**src/rtl/core/gasa_pkg.sv**
```systemverilog
// Shared constants for the glyph atlas shelf allocator.
// Stream widths, configuration register indexes, status codes and reset values.
// No dependencies.
package gasa_pkg;

  // Default upper bound on atlas width
  localparam int AtlasMaxDefault = 4096;

  // Coordinate and width fields
  localparam int CoordW = 13;
  localparam logic [CoordW-1:0] CoordLimit = 13'h1FFF;
  localparam int GlyphW = 10;
  localparam int PlacedW = 11;
  localparam int RowHW = 10;
  localparam int PadW = 4;

  // Stream payload widths
  localparam int InTdataW = 24;
  localparam int OutTdataW = 56;
  localparam int OutTuserW = 2;

  // Configuration port
  localparam int CfgAddrW = 3;
  localparam int CfgDataW = 13;
  localparam logic [CfgAddrW-1:0] RegPadding = 3'd0;
  localparam logic [CfgAddrW-1:0] RegStartWidth = 3'd1;
  localparam logic [CfgAddrW-1:0] RegMaxWidth = 3'd2;
  localparam logic [CfgAddrW-1:0] RegMaxHeight = 3'd3;
  localparam logic [CfgAddrW-1:0] RegMonoAlign = 3'd4;

  // Register reset values
  localparam logic [CoordW-1:0] StartWidthRst = 13'd256;
  localparam logic [CoordW-1:0] MaxWidthRst = 13'd4096;
  localparam logic [CoordW-1:0] MaxHeightRst = 13'd4096;

  // Result status codes
  localparam logic [OutTuserW-1:0] StPlaced = 2'd0;
  localparam logic [OutTuserW-1:0] StEmpty = 2'd1;
  localparam logic [OutTuserW-1:0] StNoRoom = 2'd2;

endpackage

```
**src/rtl/core/glyph_atlas_shelf_allocator.sv**
```systemverilog
// Glyph atlas shelf allocator: top level.
// Depends on gasa_pkg for widths, register indexes and status codes.
//
// Usage:
//   Input stream s_axis carries one glyph per transaction: glyph width and
//   height. Output stream m_axis returns one result per glyph: position,
//   width after mono alignment and current atlas width in tdata, and the
//   status (placed, empty glyph skipped, no room in height) in tuser.
//   Registers are written through cfg_we_i / cfg_addr_i / cfg_wdata_i while
//   the block is idle; a write takes effect at the same clock edge.
// Timing:
//   A glyph is captured in an input register, placed by one pass of
//   combinational logic against the packer state, and the result lands in
//   the output register. One glyph per cycle sustained while the output is
//   not stalled; the packer state (cursor, row height, atlas width) updates
//   in the same cycle the glyph is placed.
// Reset:
//   Cursors and row height clear, atlas width takes the start width, and
//   both streams come up empty with s_axis_tready high.
// Backpressure:
//   When m_axis_tready is low the result holds; one more glyph waits in the
//   input register, after which s_axis_tready drops.
module glyph_atlas_shelf_allocator #(
  parameter int ATLAS_MAX = gasa_pkg::AtlasMaxDefault
) (
  input  logic                           clk_i,
  input  logic                           rst_ni,
  // Configuration write port
  input  logic                           cfg_we_i,
  input  logic [gasa_pkg::CfgAddrW-1:0]  cfg_addr_i,
  input  logic [gasa_pkg::CfgDataW-1:0]  cfg_wdata_i,
  // Glyph input stream
  input  logic                           s_axis_tvalid,
  output logic                           s_axis_tready,
  // [9:0] box width, [19:10] box height, [23:20] zero
  input  logic [gasa_pkg::InTdataW-1:0]  s_axis_tdata,
  // Placement result stream
  output logic                           m_axis_tvalid,
  input  logic                           m_axis_tready,
  // [12:0] pos_x, [25:13] pos_y, [36:26] placed_width, [49:37] atlas_width,
  // [55:50] zero
  output logic [gasa_pkg::OutTdataW-1:0] m_axis_tdata,
  // [1:0] status
  output logic [gasa_pkg::OutTuserW-1:0] m_axis_tuser
);

  localparam int CW = gasa_pkg::CoordW;
  localparam int SumW = CW + 2;
  localparam int MaxShift = CW - 1;
  localparam int CandW = CW + MaxShift;
  // Effective clamp for widths: never beyond what a coordinate can hold
  localparam int ClampInt = (ATLAS_MAX > 8191) ? 8191 : ATLAS_MAX;
  localparam logic [CW-1:0] ClampW = CW'(ClampInt);
  localparam logic [CW-1:0] StartRst =
    (gasa_pkg::StartWidthRst > ClampW) ? ClampW : gasa_pkg::StartWidthRst;

  // Configuration registers
  logic [gasa_pkg::PadW-1:0] pad_q;
  logic [CW-1:0]             max_w_q;
  logic [CW-1:0]             max_h_q;
  logic                      mono_q;

  // Packer state
  logic [CW-1:0]             cur_x_q, cur_x_d;
  logic [CW-1:0]             cur_y_q, cur_y_d;
  logic [gasa_pkg::RowHW-1:0] row_h_q, row_h_d;
  logic [CW-1:0]             atlas_w_q, atlas_w_d;
  logic                      locked_q;

  // Input register
  logic                        in_valid_q;
  logic [gasa_pkg::GlyphW-1:0] in_w_q, in_h_q;

  // Output register
  logic                           out_valid_q;
  logic [gasa_pkg::OutTdataW-1:0] out_data_q, out_data_d;
  logic [gasa_pkg::OutTuserW-1:0] out_user_q, out_user_d;

  logic advance, fire, s_fire;
  logic [CW-1:0] start_eff;

  // Handshake: the input register drains whenever the output can take a result
  assign advance       = !out_valid_q || m_axis_tready;
  assign fire          = in_valid_q && advance;
  assign s_axis_tready = !in_valid_q || advance;
  assign s_fire        = s_axis_tvalid && s_axis_tready;

  assign m_axis_tvalid = out_valid_q;
  assign m_axis_tdata  = out_data_q;
  assign m_axis_tuser  = out_user_q;

  // Start width clamped into 1..ATLAS_MAX
  always_comb begin
    if (cfg_wdata_i == '0) begin
      start_eff = CW'(1);
    end else if (cfg_wdata_i > ClampW) begin
      start_eff = ClampW;
    end else begin
      start_eff = cfg_wdata_i;
    end
  end

  // Placement datapath
  logic [CW-1:0]       cx0, cy0, cx1, cy1, max_w_eff;
  logic [gasa_pkg::PlacedW-1:0] wa;
  logic [gasa_pkg::RowHW-1:0]   rh1, rh2;
  logic [SumW-1:0]     need, row_sum, adv_sum, bottom;
  logic [CandW-1:0]    cand;
  logic                grow_ok, no_room, is_empty;
  logic [CW-1:0]       new_w;

  always_comb begin
    cx0 = cur_x_q;
    cy0 = cur_y_q;
    if (cur_x_q == '0 && cur_y_q == '0) begin
      cx0 = CW'(pad_q);
      cy0 = CW'(pad_q);
    end

    is_empty  = (in_w_q == '0) || (in_h_q == '0);
    max_w_eff = (max_w_q > ClampW) ? ClampW : max_w_q;

    // Mono alignment rounds up to a multiple of 8
    if (mono_q) begin
      wa = (gasa_pkg::PlacedW'(in_w_q) + 11'd7) & ~11'd7;
    end else begin
      wa = gasa_pkg::PlacedW'(in_w_q);
    end

    rh1  = (in_h_q > row_h_q) ? in_h_q : row_h_q;
    need = SumW'(cx0) + SumW'(wa) + SumW'(pad_q);

    // Smallest doubling of the width that covers need; all shifts in parallel
    grow_ok = 1'b0;
    new_w   = atlas_w_q;
    for (int k = MaxShift; k >= 1; k--) begin
      cand = CandW'(atlas_w_q) << k;
      if (cand >= CandW'(need) && cand <= CandW'(max_w_eff)) begin
        grow_ok = 1'b1;
        new_w   = cand[CW-1:0];
      end
    end

    // Row overflow: grow the atlas or open a new row
    row_sum   = SumW'(cy0) + SumW'(rh1) + SumW'({pad_q, 1'b0});
    cx1       = cx0;
    cy1       = cy0;
    rh2       = rh1;
    atlas_w_d = atlas_w_q;
    if (need > SumW'(atlas_w_q)) begin
      if (grow_ok) begin
        atlas_w_d = new_w;
      end else begin
        cx1 = CW'(pad_q);
        cy1 = (row_sum > SumW'(gasa_pkg::CoordLimit)) ? gasa_pkg::CoordLimit
                                                       : row_sum[CW-1:0];
        rh2 = in_h_q;
      end
    end

    // Height limit check
    bottom  = SumW'(cy1) + SumW'(in_h_q) + SumW'(pad_q);
    no_room = (max_h_q != '0) && (bottom > SumW'(max_h_q));

    adv_sum = SumW'(cx1) + SumW'(wa) + SumW'({pad_q, 1'b0});

    // Result and next state
    if (is_empty) begin
      cur_x_d    = cx0;
      cur_y_d    = cy0;
      row_h_d    = row_h_q;
      atlas_w_d  = atlas_w_q;
      out_data_d = {6'd0, atlas_w_q, 11'd0, 13'd0, 13'd0};
      out_user_d = gasa_pkg::StEmpty;
    end else if (no_room) begin
      cur_x_d    = cx1;
      cur_y_d    = cy1;
      row_h_d    = rh2;
      out_data_d = {6'd0, atlas_w_d, wa, 13'd0, 13'd0};
      out_user_d = gasa_pkg::StNoRoom;
    end else begin
      cur_x_d    = (adv_sum > SumW'(gasa_pkg::CoordLimit)) ? gasa_pkg::CoordLimit
                                                            : adv_sum[CW-1:0];
      cur_y_d    = cy1;
      row_h_d    = rh2;
      out_data_d = {6'd0, atlas_w_d, wa, cy1, cx1};
      out_user_d = gasa_pkg::StPlaced;
    end
  end

  // Configuration registers
  always_ff @(posedge clk_i or negedge rst_ni) begin
    if (!rst_ni) begin
      pad_q   <= '0;
      max_w_q <= gasa_pkg::MaxWidthRst;
      max_h_q <= gasa_pkg::MaxHeightRst;
      mono_q  <= 1'b0;
    end else if (cfg_we_i) begin
      case (cfg_addr_i)
        gasa_pkg::RegPadding:   pad_q   <= cfg_wdata_i[gasa_pkg::PadW-1:0];
        gasa_pkg::RegMaxWidth:  max_w_q <= cfg_wdata_i;
        gasa_pkg::RegMaxHeight: max_h_q <= cfg_wdata_i;
        gasa_pkg::RegMonoAlign: mono_q  <= cfg_wdata_i[0];
        default: ;
      endcase
    end
  end

  // Packer state; atlas width follows the start width until the first non-empty glyph
  always_ff @(posedge clk_i or negedge rst_ni) begin
    if (!rst_ni) begin
      cur_x_q   <= '0;
      cur_y_q   <= '0;
      row_h_q   <= '0;
      atlas_w_q <= StartRst;
      locked_q  <= 1'b0;
    end else if (fire) begin
      cur_x_q   <= cur_x_d;
      cur_y_q   <= cur_y_d;
      row_h_q   <= row_h_d;
      atlas_w_q <= atlas_w_d;
      if (!is_empty) begin
        locked_q <= 1'b1;
      end
    end else if (cfg_we_i && cfg_addr_i == gasa_pkg::RegStartWidth && !locked_q) begin
      atlas_w_q <= start_eff;
    end
  end

  // Input register
  always_ff @(posedge clk_i or negedge rst_ni) begin
    if (!rst_ni) begin
      in_valid_q <= 1'b0;
    end else if (s_fire) begin
      in_valid_q <= 1'b1;
    end else if (fire) begin
      in_valid_q <= 1'b0;
    end
  end

  always_ff @(posedge clk_i) begin
    if (s_fire) begin
      in_w_q <= s_axis_tdata[gasa_pkg::GlyphW-1:0];
      in_h_q <= s_axis_tdata[2*gasa_pkg::GlyphW-1:gasa_pkg::GlyphW];
    end
  end

  // Output register
  always_ff @(posedge clk_i or negedge rst_ni) begin
    if (!rst_ni) begin
      out_valid_q <= 1'b0;
    end else if (fire) begin
      out_valid_q <= 1'b1;
    end else if (m_axis_tready) begin
      out_valid_q <= 1'b0;
    end
  end

  always_ff @(posedge clk_i) begin
    if (fire) begin
      out_data_q <= out_data_d;
      out_user_q <= out_user_d;
    end
  end

endmodule

```
**config.mk**
```make
export PLATFORM = sky130hd
export DESIGN_NAME = glyph_atlas_shelf_allocator
export DESIGN_NICKNAME = d
export VERILOG_FILES = /design/src/rtl/core/gasa_pkg.sv /design/src/rtl/core/glyph_atlas_shelf_allocator.sv
export SDC_FILE = /design/constraint.sdc
export NUM_CORES = 1
export LEC_CHECK = 0
export BUFFER_PORTS_ARGS = -buffer_cell sky130_fd_sc_hd__clkbuf_2
export CAP_MARGIN = 20
export CORE_ASPECT_RATIO = 2
export CORE_MARGIN = 1.5
export CORE_UTILIZATION = 57
export DETAILED_ROUTE_END_ITERATION = 8
export HOLD_SLACK_MARGIN = 0.12
export PLACE_DENSITY = 0.82
export SYNTH_ARGS = -nofsm -noshare
export SYNTH_HDL_FRONTEND = slang
export SYNTH_SLANG_ARGS = --single-unit
```
**constraint.sdc**
```tcl
create_clock -name clk_i -period 10.3 [get_ports clk_i]
set_clock_uncertainty 0.1 [all_clocks]
set_input_delay 0.515 -clock clk_i [delete_from_list [all_inputs] [get_ports clk_i]]
set_output_delay 0.515 -clock clk_i [all_outputs]
set_load 0.05 [all_outputs]
```
==> metrics <==
status finished, violations left; failing checks setup timing; cell repeated most along the worst path a21oi_2; CTS Buf Count 17; first-pass GRT wire length approximately 85000 um; min Tclk post-route around 11000 ps; placed insts 2244; crit path DAT 10840 ps; drt initial violations approximately 1300; vias in the first global route roughly 16000; Post-DP HPWL between 40000 and 50000 um; diode count 0; CTS tree done; First-pass DRT Iterations 6; Slew @ Worst Pin around 1200 ps; initial antenna violation count 0; Final period util 1.031; final setup vio count 39; Initial Utilization 0.5792; RD Place Congestion between 0.9 and 1; Placeable Area approximately 26000 um^2; antenna-violating nets left 0; via/cell ratio around 6.6; CP Launch Type register; Worst Setup Path Type register to register; CTS root buf clkbuf_16; CTS sink cnt ~160; final worst slack -317.8 ps; Post-Syn Area ~15000 um^2; htree depth 4; Layout area overhead 26.04%; yosys warns 0; Yosys reg bits around 160; layout cell share with drive strength beyond 1 0.2854; Die X 118.5 um; Synth area leaders ha_1 21%, edfxtp_1 14%, dfrtp_1 13%; fraction of registers with async set/reset 0.5355; multi-input gate area in the final layout ~11000 um^2; Synth Instances about 1700; unrepaired setup endpoints after global routing yes; Tot GR Track Use 0.4027; io pins about 110; Reg clk slew, reported paths 70 ps; routed via count about 15000; Non-Filler Instances roughly 2300; critical path peak fanout 7; setup_tns -8568 ps; WL/cell 24.44 um; I/O Buffers 94; nets@finish approximately 2300; ys flop type dfrtp_1; fillers roughly 1800; fmax between 90 and 100 MHz; final hold violations 0; Seq/Total Area, Yosys 0.2788; Die H 234.1 um; clk_lat worst skew around 470 ps; DRC 0; biggest area consumer among synthesized cells ha_1; drt total wl 56880 um; top-area cell type share of the netlist area 0.2137; Mean Syn Cell Area just over 9 um^2; Setup crit end kind register; max-cap violations 0; Max transition margin 0.1935; die area roughly 28000 um^2; slowest CP cell fa_1; FF+latch area 4243 um^2; Synth cell types 107; total grt overflow 0; largest net degree at the start of global routing between 80 and 90; Post-synth top cells 260 x ha_1, 115 x nand2_1, 114 x inv_1; Post-synth EDFFs 72; Hold Path Class input pin to register; Slew Viols, Final 0; row count 84; worst-case clock buffer depth 2; most common cell in the netlist ha_1; peak per-stage delay on the critical path 470 ps; Worst EP required 10520 ps
## sequential cells by signal, indices dropped and copies added, names as in the netlist
| name | count |
|---|---|
| m_axis_tdata | 50 |
| atlas_w_q | 13 |
| cur_x_q | 13 |
| cur_y_q | 13 |
| max_h_q | 13 |
| max_w_q | 13 |
| in_h_q | 10 |
| in_w_q | 10 |
| row_h_q | 10 |
| pad_q | 4 |
| m_axis_tuser | 2 |
| in_valid_q | 1 |
| locked_q | 1 |
| m_axis_tvalid | 1 |
| mono_q | 1 |
## per-stage QoR
step	instance area (um^2)	setup WS [ps]	hold WS [ps]	utilization
floorplan	15290	8.773	119.4	-
finish	19180	-317.8	131.3	0.7300
detailed placement	17530	-908.7	371.0	0.6673
global route	19180	-656.8	125.2	0.7300
CTS	18610	-91.04	123.6	0.7081
global placement	17520	-701.5	348.2	0.6669
## final timing paths
path / start / end / slack [ps] / depth (start not counted)
hold reg to reg: locked_q$_DFFE_PN0P_ / locked_q$_DFFE_PN0P_ / 390 / 1
min in group asynchronous: rst_ni / cur_y_q[10]$_DFFE_PN0P_ / 360 / 2
setup reg to reg: cur_y_q[9]$_DFFE_PN0P_ / m_axis_tdata[9]$_SDFFCE_PP0P_ / -320 / 52
hold / removal: s_axis_tdata[10] / in_h_q[0]$_DFFE_PP_ / 130 / 1
setup / recovery: cur_y_q[9]$_DFFE_PN0P_ / m_axis_tdata[9]$_SDFFCE_PP0P_ / -320 / 52
max in group asynchronous: rst_ni / atlas_w_q[8]$_DFFE_PN1P_ / 9060 / 3
## final cells by class
type,instances,area share
multi-input cells,1318,0.5685
flip-flops and latches,155,0.2212
repair buffers,360,0.1359
clock buffers,22,0.02537
inverters,118,0.02322
well taps,344,0.02244
clock inverters,10,0.003457
## kinds of logic (layout without fill, tap and decap cells)
logic type                 Yosys count  count (layout)  synth area share
AOI/OAI and AO/OA                  475             475            0.2128
xor gates and xnor gates            35              35           0.02064
adders and majority gates          280             280            0.2401
buffers and inverters              184             510           0.04974
DFF                                155             155            0.2788
muxes                               50              50           0.03658
other                                1               6         0.0002464
and+or+nand+nor                    471             472            0.1612
## metal layers
metal  part of all wire  GRT usage  wire [um]
met5                  0          0          0
met2               0.51     0.7293      28820
met4               0.11     0.3810       6401
met1               0.32     0.3838      18300
met3              0.059    0.06396       3356
## worst max-delay path, delay by kind of cell, from the launching register on
| kind | cells | cell delay, ps |
|---|---|---|
| buffers and inverters | 5 | 700 |
| XOR/XNOR | 2 | 260 |
| AND/OR/NAND/NOR | 18 | 3070 |
| AO/OA/AOI/OAI | 20 | 3550 |
| adder cells (fa/ha/maj) | 7 | 2360 |
| flip-flops | 1 | 420 |
## cell usage in the layout, fill, tap and decap left out, drive strengths merged, types with 7 or more instances in the layout
cell type / instances
a2111oi: 9
a211o: 7
a211oi: 15
a21o: 46
a21oi: 99
a221o: 7
a221oi: 10
a31oi: 15
and2: 24
and3: 11
and4: 8
buf: 264
clkbuf: 117
clkinv: 8
dfrtp: 80
edfxtp: 72
fa: 20
ha: 260
inv: 116
mux2: 42
mux2i: 8
nand2: 116
nand2b: 24
nand3: 41
nand4: 15
nor2: 108
nor2b: 28
nor3: 29
nor4: 20
o2111ai: 9
o211ai: 14
o21a: 25
o21ai: 121
o21bai: 11
o22ai: 13
o31ai: 13
or2: 11
or3: 15
xnor2: 22
xor2: 13
## timing repair
action | 4_1_cts | 5_1_grt
resized for setup | 70 | 87
setup buffers | 25 | 22
pin swaps | 57 | 54
endpoints found under the setup margin | 40 | 40
hold buffers | 0 | 1
hold endpoints to repair | 0 | 13
gates cloned | 1 | 2
Power is not shown: default switching activity piles up to over one toggle a cycle in this logic, so the estimate is an artifact.
